[src/design/jsu_pkg.sv]
`timescale 1ns / 1ps
// Shared types, character codes and helpers for the JSON string unescaper.
// No dependencies.

package jsu_pkg;

    localparam int CapW   = 16;
    localparam int ByteW  = 8;
    localparam int MaxRes = 3;

    typedef enum logic [2:0] {
        PH_TEXT = 3'd0,
        PH_ESC  = 3'd1,
        PH_HEX1 = 3'd2,
        PH_HEX2 = 3'd3,
        PH_HEX3 = 3'd4,
        PH_HEX4 = 3'd5
    } jsu_phase_t;

    localparam logic [ByteW-1:0] CH_BSLASH = 8'h5C;
    localparam logic [ByteW-1:0] CH_QUOTE  = 8'h22;
    localparam logic [ByteW-1:0] CH_SLASH  = 8'h2F;
    localparam logic [ByteW-1:0] CH_N      = 8'h6E;
    localparam logic [ByteW-1:0] CH_R      = 8'h72;
    localparam logic [ByteW-1:0] CH_B      = 8'h62;
    localparam logic [ByteW-1:0] CH_T      = 8'h74;
    localparam logic [ByteW-1:0] CH_F      = 8'h66;
    localparam logic [ByteW-1:0] CH_U      = 8'h75;

    localparam logic [ByteW-1:0] CC_LF = 8'h0A;
    localparam logic [ByteW-1:0] CC_CR = 8'h0D;
    localparam logic [ByteW-1:0] CC_BS = 8'h08;
    localparam logic [ByteW-1:0] CC_HT = 8'h09;
    localparam logic [ByteW-1:0] CC_FF = 8'h0C;

    // room a u escape needs before its digits are read
    localparam logic [CapW-1:0] U_ROOM = 16'd4;

    typedef struct packed {
        jsu_phase_t      phase;
        logic [15:0]     hex;
        logic            stopped;
        logic [CapW-1:0] written;
        logic            halted;
    } jsu_state_t;

    typedef struct packed {
        logic [ByteW-1:0] data;
        logic             has_byte;
        logic             last;
    } jsu_res_t;

    // {valid, value} of one hex character
    function automatic logic [4:0] hex_digit(input logic [ByteW-1:0] c);
        logic [4:0] r;
        r = 5'd0;
        if (c >= 8'h30 && c <= 8'h39)
            r = {1'b1, 4'(c - 8'h30)};
        else if (c >= 8'h61 && c <= 8'h66)
            r = {1'b1, 4'(c - 8'h57)};
        else if (c >= 8'h41 && c <= 8'h46)
            r = {1'b1, 4'(c - 8'h37)};
        return r;
    endfunction

endpackage

[src/design/json_string_unescape.sv]
`timescale 1ns / 1ps
// Top level of the streaming JSON string unescaper.
// Depends on jsu_pkg and jsu_decode.

// Raw string-body bytes enter on s_axis one item per clock while it is ready;
// each is decoded in the cycle it is accepted and its results (none to three)
// land in a three-entry result buffer that drains on m_axis one item per clock
// while m_axis_tready is high. Plain text and simple escapes stream at one
// byte per cycle while the output is ready; a \u escape that expands to more
// than one UTF-8 byte holds the input while the buffer drains. An s_axis_tlast
// item closes the string: it yields one result with tlast set and tuser clear,
// and restarts decoding. cfg_wdata sets the per-string output capacity (reset
// 65535) and must be written only while the block is idle (not enforced).

module json_string_unescape
(
    input  logic                          clk,
    input  logic                          rst_n,
    input  logic                          cfg_we,
    input  logic [jsu_pkg::CapW-1:0]      cfg_wdata,
    input  logic                          s_axis_tvalid,
    output logic                          s_axis_tready,
    input  logic [jsu_pkg::ByteW-1:0]     s_axis_tdata,   // [7:0] in_byte
    input  logic                          s_axis_tlast,   // end_of_string
    output logic                          m_axis_tvalid,
    input  logic                          m_axis_tready,
    output logic [jsu_pkg::ByteW-1:0]     m_axis_tdata,   // [7:0] out_byte
    output logic                          m_axis_tuser,   // has_byte
    output logic                          m_axis_tlast    // last
);

    logic [jsu_pkg::CapW-1:0]                cap_reg;
    jsu_pkg::jsu_state_t                     st_reg;
    jsu_pkg::jsu_state_t                     st_next;
    jsu_pkg::jsu_res_t [jsu_pkg::MaxRes-1:0] buf_reg;
    jsu_pkg::jsu_res_t [jsu_pkg::MaxRes-1:0] dec_res;
    logic [1:0]                              dec_cnt;
    logic [1:0]                              rem_reg;
    logic                                    accept;
    logic                                    pop;

    jsu_decode u_decode
    (
        .st            (st_reg),
        .in_byte       (s_axis_tdata),
        .end_of_string (s_axis_tlast),
        .capacity      (cap_reg),
        .st_next       (st_next),
        .res           (dec_res),
        .res_cnt       (dec_cnt)
    );

    assign pop           = m_axis_tvalid && m_axis_tready;
    assign s_axis_tready = (rem_reg == 2'd0) || ((rem_reg == 2'd1) && m_axis_tready);
    assign accept        = s_axis_tvalid && s_axis_tready;

    assign m_axis_tvalid = (rem_reg != 2'd0);
    assign m_axis_tdata  = buf_reg[0].data;
    assign m_axis_tuser  = buf_reg[0].has_byte;
    assign m_axis_tlast  = buf_reg[0].last;

    always_ff @(posedge clk or negedge rst_n)
    begin
        if (!rst_n)
            cap_reg <= '1;
        else if (cfg_we)
            cap_reg <= cfg_wdata;
    end

    always_ff @(posedge clk or negedge rst_n)
    begin
        if (!rst_n)
        begin
            st_reg  <= '0;
            rem_reg <= 2'd0;
        end
        else if (accept)
        begin
            st_reg  <= st_next;
            rem_reg <= dec_cnt;
        end
        else if (pop)
            rem_reg <= rem_reg - 2'd1;
    end

    always_ff @(posedge clk)
    begin
        if (accept)
            buf_reg <= dec_res;
        else if (pop)
            buf_reg <= {buf_reg[jsu_pkg::MaxRes-1], buf_reg[jsu_pkg::MaxRes-1:1]};
    end

endmodule

[src/design/jsu_decode.sv]
`timescale 1ns / 1ps
// Combinational step of the unescaper: one item plus current state gives the
// next state and up to three result entries. Depends on jsu_pkg.

module jsu_decode
(
    input  jsu_pkg::jsu_state_t                  st,
    input  logic [jsu_pkg::ByteW-1:0]            in_byte,
    input  logic                                 end_of_string,
    input  logic [jsu_pkg::CapW-1:0]             capacity,
    output jsu_pkg::jsu_state_t                  st_next,
    output jsu_pkg::jsu_res_t [jsu_pkg::MaxRes-1:0] res,
    output logic [1:0]                           res_cnt
);

    logic [4:0]                 dig;
    logic [15:0]                cp;
    logic [jsu_pkg::CapW:0]     room;
    logic                       short_room;

    assign dig        = jsu_pkg::hex_digit(in_byte);
    assign room       = {1'b0, capacity} - {1'b0, st.written};
    assign short_room = room[jsu_pkg::CapW] || (room[jsu_pkg::CapW-1:0] < jsu_pkg::U_ROOM);
    assign cp         = (!st.stopped && dig[4]) ? {st.hex[11:0], dig[3:0]} : st.hex;

    always_comb
    begin
        st_next = st;
        res     = '0;
        res_cnt = 2'd0;

        if (end_of_string)
        begin
            st_next     = '0;
            res[0].last = 1'b1;
            res_cnt     = 2'd1;
        end
        else if (!st.halted)
        begin
            unique case (st.phase)
                jsu_pkg::PH_TEXT:
                begin
                    if (st.written >= capacity)
                        st_next.halted = 1'b1;
                    else if (in_byte == jsu_pkg::CH_BSLASH)
                        st_next.phase = jsu_pkg::PH_ESC;
                    else
                    begin
                        res[0]  = '{data: in_byte, has_byte: 1'b1, last: 1'b0};
                        res_cnt = 2'd1;
                    end
                end
                jsu_pkg::PH_ESC:
                begin
                    st_next.phase = jsu_pkg::PH_TEXT;
                    res_cnt       = 2'd1;
                    res[0].has_byte = 1'b1;
                    unique case (in_byte)
                        jsu_pkg::CH_N:      res[0].data = jsu_pkg::CC_LF;
                        jsu_pkg::CH_R:      res[0].data = jsu_pkg::CC_CR;
                        jsu_pkg::CH_B:      res[0].data = jsu_pkg::CC_BS;
                        jsu_pkg::CH_T:      res[0].data = jsu_pkg::CC_HT;
                        jsu_pkg::CH_F:      res[0].data = jsu_pkg::CC_FF;
                        jsu_pkg::CH_BSLASH,
                        jsu_pkg::CH_SLASH,
                        jsu_pkg::CH_QUOTE:  res[0].data = in_byte;
                        jsu_pkg::CH_U:
                        begin
                            res[0].has_byte = 1'b0;
                            res_cnt         = 2'd0;
                            if (short_room)
                                st_next.halted = 1'b1;
                            else
                            begin
                                st_next.phase   = jsu_pkg::PH_HEX1;
                                st_next.hex     = '0;
                                st_next.stopped = 1'b0;
                            end
                        end
                        default:
                        begin
                            res[0].has_byte = 1'b0;
                            res_cnt         = 2'd0;
                        end
                    endcase
                end
                jsu_pkg::PH_HEX1,
                jsu_pkg::PH_HEX2,
                jsu_pkg::PH_HEX3:
                begin
                    st_next.hex     = cp;
                    st_next.stopped = st.stopped || !dig[4];
                    st_next.phase   = jsu_pkg::jsu_phase_t'(st.phase + 3'd1);
                end
                jsu_pkg::PH_HEX4:
                begin
                    st_next.phase   = jsu_pkg::PH_TEXT;
                    st_next.hex     = '0;
                    st_next.stopped = 1'b0;
                    if (cp <= 16'h007F)
                    begin
                        res[0]  = '{data: cp[7:0], has_byte: 1'b1, last: 1'b0};
                        res_cnt = 2'd1;
                    end
                    else if (cp <= 16'h07FF)
                    begin
                        res[0]  = '{data: {3'b110, cp[10:6]}, has_byte: 1'b1, last: 1'b0};
                        res[1]  = '{data: {2'b10, cp[5:0]}, has_byte: 1'b1, last: 1'b0};
                        res_cnt = 2'd2;
                    end
                    else
                    begin
                        res[0]  = '{data: {4'b1110, cp[15:12]}, has_byte: 1'b1, last: 1'b0};
                        res[1]  = '{data: {2'b10, cp[11:6]}, has_byte: 1'b1, last: 1'b0};
                        res[2]  = '{data: {2'b10, cp[5:0]}, has_byte: 1'b1, last: 1'b0};
                        res_cnt = 2'd3;
                    end
                end
                default:
                    st_next.phase = jsu_pkg::PH_TEXT;
            endcase
            st_next.written = st.written + jsu_pkg::CapW'(res_cnt);
        end
    end

endmodule

[config.mk]
export PLATFORM = sky130hd
export DESIGN_NAME = json_string_unescape
export DESIGN_NICKNAME = d
export VERILOG_FILES = /design/src/design/jsu_pkg.sv /design/src/design/json_string_unescape.sv /design/src/design/jsu_decode.sv
export SDC_FILE = /design/constraint.sdc
export NUM_CORES = 1
export LEC_CHECK = 0
export ABC_AREA = 1
export BUFFER_PORTS_ARGS = -buffer_cell sky130_fd_sc_hd__buf_2
export CORE_MARGIN = 3
export CORE_UTILIZATION = 30
export DETAILED_ROUTE_END_ITERATION = 6
export PLACE_DENSITY_LB_ADDON = 0.15
export SYNTH_ARGS = -nofsm -noshare
export SYNTH_HDL_FRONTEND = slang
export SYNTH_SLANG_ARGS = --single-unit
[constraint.sdc]
create_clock -name clk -period 3.5 [get_ports clk]
set_input_delay 0.525 -clock clk [delete_from_list [all_inputs] [get_ports clk]]
set_output_delay 0.525 -clock clk [all_outputs]
set_load 0.02 [all_outputs]
* After elaboration in Yosys (flattened, before gate mapping)
Cells that the tools add are included. W data, S select, Z words.
Word-level totals: output and inout port bits 12, bits in registers 85, word-level logic and storage cells 120, input bits 30
Operators by class: $add $sub $neg 7, multiplexer cells 44, eq/ne operators 20, magnitude comparators 10, reduce and logical (&&, ||, !) cells 23
Operators with widths (number):
- $mux W37 | 2
- $mux W20 | 3
- $mux W30 | 2
- $eq A8 B7 Y1 const B | 7
- $pmux W17 S3 | 1
- $pmux W8 S6 | 1
- $mux W10 | 4
- $mux W19 | 2
- $mux W29 | 1
- $pmux W9 S3 | 1
- $mux W18 | 1
- $sub A16 B16 Y17 | 1
- $add A16 B2 Y16 | 1
- $eq A8 B6 Y1 const B | 2
- $ge A16 B16 Y1 | 1
- $ge A8 B7 Y1 const B | 2
- $le A16 B11 Y1 const B | 1
- $le A16 B7 Y1 const B | 1
- $le A8 B7 Y1 const B | 2
- $lt A16 B3 Y1 const B | 1
- $mux W16 | 1
- $mux W2 | 8
- $mux W5 | 3
- $ne A3 B3 Y1 const B | 3
- other kinds (29) | 52

* Depth between registers and ports, before layout
Gate-level depths: netlist of the first run.
depth in word-level cells 16, depth in mapped cells 28, mapped depth without buffers 28

* Hierarchy
A second synthesis of the first run with hierarchy kept.
Second synthesis, totals: cells, all modules 1032, area, all modules 6906.6 µm²
By module, submodules not included:
- json_string_unescape | instances 1, cells each 340, seq. area each 2297.2 µm², area an instance 3484.6 µm²
- jsu_decode | instances 1, cells each 692, seq. area each 0.0 µm², area an instance 3422.0 µm²

* Least setup slack after synthesis of the first run
Ideal clock, no wire load.
path type in2reg, start input port s_axis_tdata[1] (netlist bit), end register st_reg[16] (netlist bit), buffers on the path 1, stages on the path 26, setup slack -0.015 ns, data arrival time 3.380 ns, setup time 0.136 ns, cells stage by stage inv_1 > ha_1 > nand3_1 > nand2_1 > nand2_4 > o21ai_4 > nand2_4 > buf_6 > o21ai_2 > nand3_4 > nor2_8 > nand2_4 > nand2_4 > inv_2 > ha_1 > nand3_1 > nand2_1 > nand4_1 > nor2_1 > nand2_1 > nor3_1 > nand3_1 > nor2_1 > nand2_1 > nor3_1 > nor3_1
Between the ends: longest elaborated chain between the ends 16, elaborated cells on any way between the ends 39, those cells by class add/sub (4); order compare (8); eq/ne (8); mux (14); reduce/logical (5)
RTL lines:
- from (decl) | line json_string_unescape.sv:23 | input logic [jsu_pkg::ByteW-1:0] s_axis_tdata,
- $ge A8 B7 Y1 / $le A8 B7 Y1 (equally long branches) | line jsu_pkg.sv:61 | else if (c >= 8'h41 && c <= 8'h46)
- $logic_and A1 B1 Y1 | line jsu_pkg.sv:61
- $mux W5 | line jsu_pkg.sv:61
- $mux W5 | line jsu_pkg.sv:59 | else if (c >= 8'h61 && c <= 8'h66)
- $mux W5 | line jsu_pkg.sv:57 | if (c >= 8'h30 && c <= 8'h39)
- $logic_and A1 B1 Y1 | line jsu_decode.sv:24 | assign cp = (!st.stopped && dig[4]) ? {st.hex[11:0], dig[3:0]} : st.hex;
- $mux W16 | line jsu_decode.sv:24
- $le A16 B11 Y1 | line jsu_decode.sv:105 | else if (cp <= 16'h07FF)
- $mux W1 | line jsu_decode.sv:105
- $mux W2 | line jsu_decode.sv:100 | if (cp <= 16'h007F)
- $pmux W2 S3 * | line jsu_decode.sv:40 | unique case (st.phase)
- $mux W2 * | line jsu_decode.sv:38 | else if (!st.halted)
- $mux W2 * | line jsu_decode.sv:32 | if (end_of_string)
- $add A16 B2 Y16 * | line jsu_decode.sv:122 | st_next.written = st.written + jsu_pkg::CapW'(res_cnt);
- $mux W37 * | line jsu_decode.sv:38
- $mux W37 * | line jsu_decode.sv:32
- to (signal assigned) | line json_string_unescape.sv:79 | st_reg <= st_next;
- to (decl) | line json_string_unescape.sv:33 | jsu_pkg::jsu_state_t st_reg;
Mark *: on every way between the ends. The rest lies on a longest branch, timed or not. The select of a mux whose other input is x is not followed. A chain may end at the register's enable or synchronous reset.

* Final worst setup path of the first run
start input port s_axis_tdata[1] (netlist bit), end register st_reg[15] (netlist bit)
The elaborated chain is that of the path after synthesis.

==> impl_results.md, run 1 <==
* Status: finished, final reports clean
* Wire length of the first global-routing pass at between 20000 and 30000 um
* Number of detailed-route iterations in the first pass at 5
* Cell row count at slightly below 50
* Final Cycle Share at a little over nine tenths
* Tot GR Track Use at 15.83%
* Pwr Total at about 4500 uW
* Flop pwr share at ~30%
* Area delta synth->final at 27.69%
* Initial DRC count at 301
* H-Tree Depth at 3
* Hold buffer count at CTS at 0
* Syn Area/Cell at roughly 7.2 sq um
* Area of the die at 0.02076 sq mm
* Yosys warns at 0
* Final Slew Violations at 0
* Syn Nets at around 850
* Final min period at approximately 3400 ps
* Final worst setup slack at 117.4 ps
* Ys flop type: dfrtp_1
* Clk network pwr share at 20.9%
* Layout Nets at ~970
* Net Sw Power at 1884 uW
* Most frequent cells in the layout: nand2_1 (241), inv_1 (120), buf_4 (83)
* Setup Crit Path Kind: input pin to register
* # diodes at 0
* Number of flops mapped to enable cells by yosys at 24
* DR vias/cell at about 4.5
* PortBufs at 41
* Die Ht at roughly 140 um
* Clock Latency Late Sink at 340 ps
* Asr flop ratio synth at 69.62%
* Final TNS setup at 0 ps
* CP peak stage delay at ~240 ps
* Clk buf depth at 2
* Number of synthesized register bits at 79
* Critical Path RT at around 3700 ps
* Actual transition at the worst max-transition pin at between 900 and 1000 ps
* Hold Path Class: input pin to asynchronous set/reset pin
* Post-Syn Instances at ~790
* Clock Tree Root: clkbuf_16
* Crit path top cell by count: nand2_1
* Initial antenna violation count at 0
* Synth cell types at slightly below 50
* Pre-CTS setup slack at -306.0 ps
* Layout cells sized above 1 at between 20% and 30%
* Max reg flops at 37
* Switching part of the total at between 40% and 50%
* Slowest CP cell: o21ai_4
* Vias in the first global route at a little under 5000
* CP cell instances: buf_2 > inv_4 > ha_4 > nor2_1 > nand2_1 > nand2_1 > o21ai_4 > nand2_8 > buf_4 > o21ai_2 > nand3_2 > nor2_4 > nand2_1 > nand3_2 > ha_4 > fa_2 > nand3_4 > nor3_4 > nand2_2 > nor3_4 > nand4_1 > xor2_1 > nor2_1
* Worst clock skew at 7.694 ps
* DRC viols at 0
* Worst vdd ir at roughly 0.29 mV
* Synthesized area at about 0.0057 sq mm
* CTS Buf Count at 9
* Comb pwr share at about half
* Worst setup SP type: input pin
* Final hold vios at 0
* Via count at ~5000
* Post-DRT Antenna Nets at 0
* CP Capture Type: register
* Overflow after GRT at 0
* Detail Placement HPWL at roughly 12000 um
* CTS tree: done
* Gpl congestion at around 0.9
* PwrDens at ~600 mW/mm^2
* Final Setup Violations at 0
* Largest net degree at the start of global routing at 37
* Drt wl/cell at about 14 um
* Highest clock rate at 295.6 MHz
* Routed Wire Length at around 16000 um
* Number of buffers and inverters on the critical path at 3
* Clock slew seen by the registers of the worst setup and hold paths at 60 ps
* Initial core utilization at 31.21%
* Core area at 0.01833 sq mm
* Max_slew headroom at approximately two fifths
* Internal Pwr Total at around 2600 uW
* Sequential fraction of the synthesis area at a little under two fifths
* Most common cell after layout, fill and taps aside: nand2_1
* Crit path max fanout at 5
* Die W at between 100 and 150 um
* Crit path DAT at ~3600 ps
* I/O pin count at 42
* CP top delay family: simple AND/OR/NAND/NOR gates
* Clock Sink Count at 79
* Max-Cap Viols at 0
* Leakage at approximately 0.0037 uW
* RSZ-0062 raised after global routing: yes
[kinds of logic (layout without fill, tap and decap cells)]
| logic type | count (synthesis) | after routing | share of synthesized area (%) |
|---|---|---|---|
| simple gates | 403 | 403 | 30.82 |
| buf+inv | 154 | 275 | 11.22 |
| mux | 15 | 15 | 2.953 |
| compound gates | 107 | 107 | 10.61 |
| flops | 79 | 79 | 37.01 |
| fa+ha+maj | 29 | 29 | 6.474 |
| xor+xnor | 6 | 6 | 0.9186 |
[through the flow]
stage / utilization, % / cell area, sq um / cells / hold slack, ps
global placement: 36.29 / 6653 / 1118 / 473.8
finish: 39.85 / 7305 / 1143 / 314.9
floorplan: - / 5733 / 793 / 229.4
CTS: 38.13 / 6990 / 1135 / 354.8
global route: 39.85 / 7305 / 1143 / 387.7
detailed placement: 36.29 / 6653 / 1118 / 482.5
[synthesized netlist by cell type (2+ instances only)]
cell,count,share of area (%)
a21boi_0,2,0.26
nand4_1,7,0.77
nand2_4,5,0.98
a211oi_1,2,0.26
inv_2,7,0.46
dfstp_2,16,7.3
nor2_2,3,0.33
xor2_1,2,0.31
mux2_2,15,3.0
o22ai_1,4,0.44
edfxtp_1,24,13
o21ai_2,5,0.77
dfrtp_1,39,17
nor2_1,55,3.6
nand2_2,4,0.44
buf_4,8,1.0
ha_1,28,6.1
nand2_1,255,17
buf_2,3,0.26
clkbuf_1,6,0.39
inv_1,125,8.2
and2_1,3,0.33
a21oi_1,27,2.4
nand3b_1,4,0.52
o21ai_1,24,2.1
o21ai_0,33,2.9
nand3_2,2,0.35
nor3_1,13,1.1
xnor2_1,4,0.61
a31oi_1,3,0.33
nand3_1,39,3.4
or2_2,6,0.66
buf_6,4,0.79
[power groups by stage]
stage	registers (uW)	clock network (uW)	logic [uW]
after floorplan	1340	0	1470
after global placement	1350	0	2090
after detailed placement	1350	0	2080
after CTS	1340	981	2100
after global routing	1370	1010	2510
final	1350	941	2220
[worst paths after layout]
path                            slack, ps  depth (start not counted)           to       startpoint
worst max-delay path                  120                         23   st_reg[15]  s_axis_tdata[1]
worst min-delay path                  310                          1    st_reg[1]            rst_n
worst max register to register        220                         24   st_reg[15]       cap_reg[0]
worst min register to register        500                          2   st_reg[33]       st_reg[33]
max in group asynchronous            2390                          2  cap_reg[11]            rst_n
min in group clk                      400                          3   cap_reg[0]     cfg_wdata[0]
[final cells by class]
cell class	instances	area, sq um
clock buffer	10	229.0
clock inverter	6	61.31
fill	1915	11030
inverter	133	501.7
multi-input combinational	560	3239
sequential	79	2117
tap	229	286.5
timing repair buffer	126	869.6
[metal layers]
layer / GRT usage, % / wire length, um
met2: 22.32 / 6388
met4: 4.757 / 275
met5: 0 / 0
met3: 2.679 / 647
met1: 24.48 / 8521
[timing repair]
| item | in CTS | in global routing |
|---|---|---|
| setup endpoints to repair | 3 | 8 |
| setup buffers | 1 | 8 |
| endpoints found under the hold margin | 0 | 0 |
| gates resized for setup | 7 | 52 |
| pin swaps | 1 | 20 |
Power figures use the tool's default switching activity.
==> inputs of run 2 (changes only) <==
- BUFFER_PORTS_ARGS: -buffer_cell sky130_fd_sc_hd__buf_2 -> -buffer_cell sky130_fd_sc_hd__buf_4
- REMOVE_ABC_BUFFERS: default -> 1
==> impl_results.md, run 2 (same netlist as run 1, synthesis figures left out) <==
* CTS tree: done
* Layout cells sized above 1 at a little under 30%
* Clock Latency Late Sink at roughly 350 ps
* Final Setup Violations at 0
* Hold buffer count at CTS at 0
* Overflow after GRT at 0
* Slowest CP cell: o21ai_4
* Crit path DAT at between 3000 and 4000 ps
* Max reg flops at 37
* Number of buffers and inverters on the critical path at 4
* Max-Cap Viols at 0
* FILL cells at around 1900
* CP Launch Point: s_axis_tdata[1]
* Worst setup SP type: input pin
* Final min period at between 3000 and 4000 ps
* Pre-CTS setup slack at -396.6 ps
* Most frequent cells in the layout: nand2_1 (238), buf_4 (129), inv_1 (116)
* Initial DRC count at between 300 and 400
* Detail Placement HPWL at ~12000 um
* Gpl congestion at 0.8220
* Worst clock skew at roughly 12 ps
* Clock Tree Root: clkbuf_16
* Largest net degree at the start of global routing at 56
* CP top delay family: simple AND/OR/NAND/NOR gates
* Pwr Total at between 4000 and 5000 uW
* I/O pin count at between 40 and 50
* Routed Wire Length at between 15000 and 20000 um
* CP peak stage delay at approximately 310 ps
* RSZ-0062 raised after global routing: yes
* Initial core utilization at 31.21%
* Drt wl/cell at roughly 14 um
* Final TNS setup at 0 ps
* Area delta synth->final at 30.51%
* # diodes at 0
* Final Core Density at a little over 40%
* CP Capture Type: register
* Worst vdd ir at roughly 0.28 mV
* Reg-to-reg critical path startpoint: st_reg[4]
* Die Ht at approximately 140 um
* Leakage at 0.003712 uW
* Clk buf depth at 2
* Status: finished, final reports clean
* Hold Path Class: input pin to asynchronous set/reset pin
* Highest clock rate at 296.3 MHz
* Max_slew headroom at a little under half
* Critical Path RT at between 3000 and 4000 ps
* Number of detailed-route iterations in the first pass at 5
* Setup Crit Path Kind: input pin to register
* Vias in the first global route at about 5000
* Via count at about 5200
* Area of the die at between 0.02 and 0.025 sq mm
* Post-DRT Antenna Nets at 0
* CTS Buf Count at 9
* Clock slew seen by the registers of the worst setup and hold paths at around 70 ps
* Final Slew Violations at 0
* DR vias/cell at roughly 4.5
* H-Tree Depth at 3
* Wire length of the first global-routing pass at between 20000 and 30000 um
* PortBufs at roughly 40
* Clock Sink Count at 79
* Final worst setup slack at approximately 130 ps
* Actual transition at the worst max-transition pin at slightly below 800 ps
* Layout Nets at a little under 1000
* Die W at 144.1 um
* DRC viols at 0
* Tot GR Track Use at 15.47%
* Final Cycle Share at 96.42%
* Crit path top cell by count: nand2_2
* Core area at 0.01833 sq mm
* Cell row count at about 50
* Most common cell after layout, fill and taps aside: nand2_1
* Initial antenna violation count at 0
* Crit path max fanout at 4
* PwrDens at 609.0 mW/mm^2
* Final hold vios at 0
[run 2: worst paths after layout]
check,to,slack [ps],cells after the start
worst min register to register,st_reg[24],490,2
max in group asynchronous,rem_reg[1],2730,1
worst min-delay path,st_reg[21],240,1
min in group clk,cap_reg[0],390,3
worst max register to register,st_reg[15],180,23
worst max-delay path,st_reg[16],130,27
[run 2: final cells by class]
type | instances | area [sq um] | share of cell area (%)
inverter | 133 | 509.2 | 6.821
timing repair buffer | 131 | 994.7 | 13.32
clock buffer | 10 | 229.0 | 3.067
sequential | 79 | 2117 | 28.36
tap | 229 | 286.5 | 3.838
clock inverter | 6 | 38.79 | 0.5195
multi-input combinational | 561 | 3291 | 44.08
[run 2: stage by stage]
stage	instance area, sq um	std cells	hold slack [ps]
finish	7466	1149	241.1
floorplan	5578	772	229.4
detailed placement	6743	1118	481.2
global placement	6743	1118	476.3
CTS	7015	1134	285.0
global route	7466	1149	318.8
[run 2: layer usage]
| layer | vias to the layer above | wire length (um) | track usage, % |
|---|---|---|---|
| met4 | 0 | 183 | 5.203 |
| met5 | - | 0 | 0 |
| li1 | 2765 | - | - |
| met3 | 13 | 566 | 2.612 |
| met2 | 82 | 6611 | 22.64 |
| met1 | 2367 | 8302 | 23.00 |
[run 2: what timing repair did]
action	CTS	global route
cloned	0	1
gates resized for setup	1	71
setup buffers	0	14
endpoints found under the setup margin	1	8
pin swaps	0	26
[run 2: power by group]
part           switching (uW)  internal (uW)  leakage (uW)
clock                     405            478      0.000128
combinational            1380            934       0.00265
sequential                125           1230      0.000938
total                    1910           2640       0.00371
==> inputs of run 3 (changes only) <==
- CTS_CLUSTER_SIZE: default -> 28
- GPL_TIMING_DRIVEN: default -> 0
- HOLD_SLACK_MARGIN: default -> 0.05
==> impl_results.md, run 3 (same netlist as run 1, synthesis figures left out) <==
* Most common cell after layout, fill and taps aside: nand2_1
* H-Tree Depth at 3
* RSZ-0062 raised after global routing: yes
* Crit path DAT at 3750 ps
* Initial core utilization at a little under a third
* Initial DRC count at roughly 320
* Final Setup Violations at 2
* Net Sw Power at between 1500 and 2000 uW
* Max-Cap Viols at 0
* I/O pin count at 42
* Max_slew headroom at 25.17%
* CTS Buf Count at 9
* Die Ht at around 140 um
* Clock Tree Root: clkbuf_16
* Reg-to-reg critical path startpoint: st_reg[9]
* Final Cycle Share at 101.0%
* Initial antenna violation count at 0
* Final worst setup slack at -34.56 ps
* PwrDens at ~630 mW/mm^2
* Hold Path Class: input pin to asynchronous set/reset pin
* CP Capture Type: register
* Layout Nets at just over 900
* Worst setup SP type: input pin
* Final Slew Violations at 0
* Final TNS setup at -42.19 ps
* DRC viols at 0
* Clk buf depth at 2
* Final instance area at 0.007302 sq mm
* Gpl congestion at between 0.8 and 0.9
* Flop pwr share at just under 30%
* Critical Path RT at 3720 ps
* Tot GR Track Use at 15.19%
* Detail Placement HPWL at 11010 um
* Placed Instance Area at 0.006172 sq mm
* Number of detailed-route iterations in the first pass at 7
* Comb pwr share at 49.7%
* Reg2reg setup slack at around 190 ps
* Top Layer Used: met4
* Clock slew seen by the registers of the worst setup and hold paths at about 70 ps
* # diodes at 0
* PortBufs at 41
* Clock Sink Count at 79
* CTS tree: done
* Overflow after GRT at 0
* Met3 routed WL at 584 um
* Crit path max fanout at 7
* Cell count of the worst reg-to-reg path at 25
* Drt wl/cell at roughly 14 um
* CP Launch Point: s_axis_tdata[0]
* Internal Pwr Total at between 2000 and 3000 uW
* Largest net degree at the start of global routing at 56
* FF-to-FF End: st_reg[16]
* Via count at around 5100
* Failing checks: negative setup slack
* Vias in the first global route at 4909
* Die W at between 100 and 150 um
* Switching part of the total at about two fifths
* Core area at around 0.018 sq mm
* CP endpoint: st_reg[11]
* Wire length of the first global-routing pass at 24920 um
* Max reg flops at 37
* Highest clock rate at ~280 MHz
* Actual transition at the worst max-transition pin at approximately 1100 ps
* Met2 routed WL at 6757 um
* Worst clock skew at around 8.6 ps
* Final min period at about 3500 ps
* DRT met1 WL at between 7000 and 8000 um
* Clock Latency Late Sink at 350 ps
* DR vias/cell at between 4 and 5
* Cell row count at 49
* Final hold vios at 0
* Setup Crit Path Kind: input pin to register
* Hold Slack at between 200 and 250 ps
* Worst vdd ir at roughly 0.3 mV
* Layout cells sized above 1 at a little over a quarter
* Clk network pwr share at between 20% and 30%
* Most frequent cells in the layout: nand2_1 (241), inv_1 (115), buf_4 (81)
* Post-DRT Antenna Nets at 0
* Area delta synth->final at 27.65%
* Status: complete, but fails checks
* Area of the die at approximately 0.021 sq mm
* Routed Wire Length at approximately 15000 um
* Leakage at around 0.0035 uW
## run 3: cell count changes in the layout (fill, tap and decap cells not counted), sizes merged
cell | previous run | this run
buf | 131 | 84
bufinv | 0 | 1
clkinv | 5 | 6
inv | 132 | 130
nand2 | 265 | 266
## run 3: metrics by stage
step                      power [uW]  instances  setup WS [ps]  utilization [%]
after floorplan                 2699        772         -72.76                -
after global placement          3217       1042         -964.0            33.67
after detailed placement        3220       1042         -934.8            33.67
after CTS                       4428       1081          1.879            37.87
after global routing            4959       1103         -225.6            39.83
final                           4572       1103         -34.56            39.83
## run 3: repair_timing
item                       CTS  global route
setup endpoints to repair    8             8
hold endpoints to repair     0             0
pin swaps                   29            37
buffers inserted            22            22
gates resized for setup     52            46
hold buffers                 0             0
cloned                       1             1
## run 3: area by class of cell
class                           count  area, sq um
Clock buffer                       10        229.0
Inverter                          133        516.7
Tap cell                          229        286.5
Timing Repair Buffer               84        650.6
Multi-Input combinational cell    562         3440
Clock inverter                      6        61.31
Fill cell                        1873        11030
Sequential cell                    79         2118
## run 3: power by group through the flow
| stage | combinational, uW | sequential [uW] | clock [uW] |
|---|---|---|---|
| 6_report | 2270 | 1350 | 951 |
| 5_1_grt | 2560 | 1380 | 1020 |
| 4_1_cts | 2100 | 1340 | 982 |
| 3_5_place_dp | 1860 | 1360 | 0 |
| 3_3_place_gp | 1860 | 1360 | 0 |
| 2_1_floorplan | 1290 | 1400 | 0 |
## run 3: worst min path at each step
stage	endpoint	cells past startpoint	slack [ps]	from
after floorplan	rem_reg[0]	0	230	rst_n
after global placement	st_reg[33]	2	470	st_reg[33]
after detailed placement	st_reg[17]	2	480	st_reg[17]
after CTS	st_reg[32]	1	270	rst_n
after global routing	st_reg[32]	1	300	rst_n
final	st_reg[32]	1	240	rst_n
## run 3: critical path, cell delays in order
cell        delay [ps]
buf_12              90
clkinvlp_4         100
ha_4               170
nand2_2             60
nand2_2             60
o21ai_4            350
nand2_4            200
o21ai_4            260
nand3_4            130
buf_4              160
buf_4              130
o21ai_4            190
nand3_4            120
ha_4               190
fa_2               370
nand3_4            120
nor3_4              50
nand2_2             90
nor3_4              50
buf_4              150
a21oi_2            130
a211oi_2            40
## run 3: routing by layer
metal	global-route usage (%)	vias up
li1	-	2682
met1	22.02	2343
met2	23.30	91
met3	2.778	16
met4	4.014	0
met5	0	-
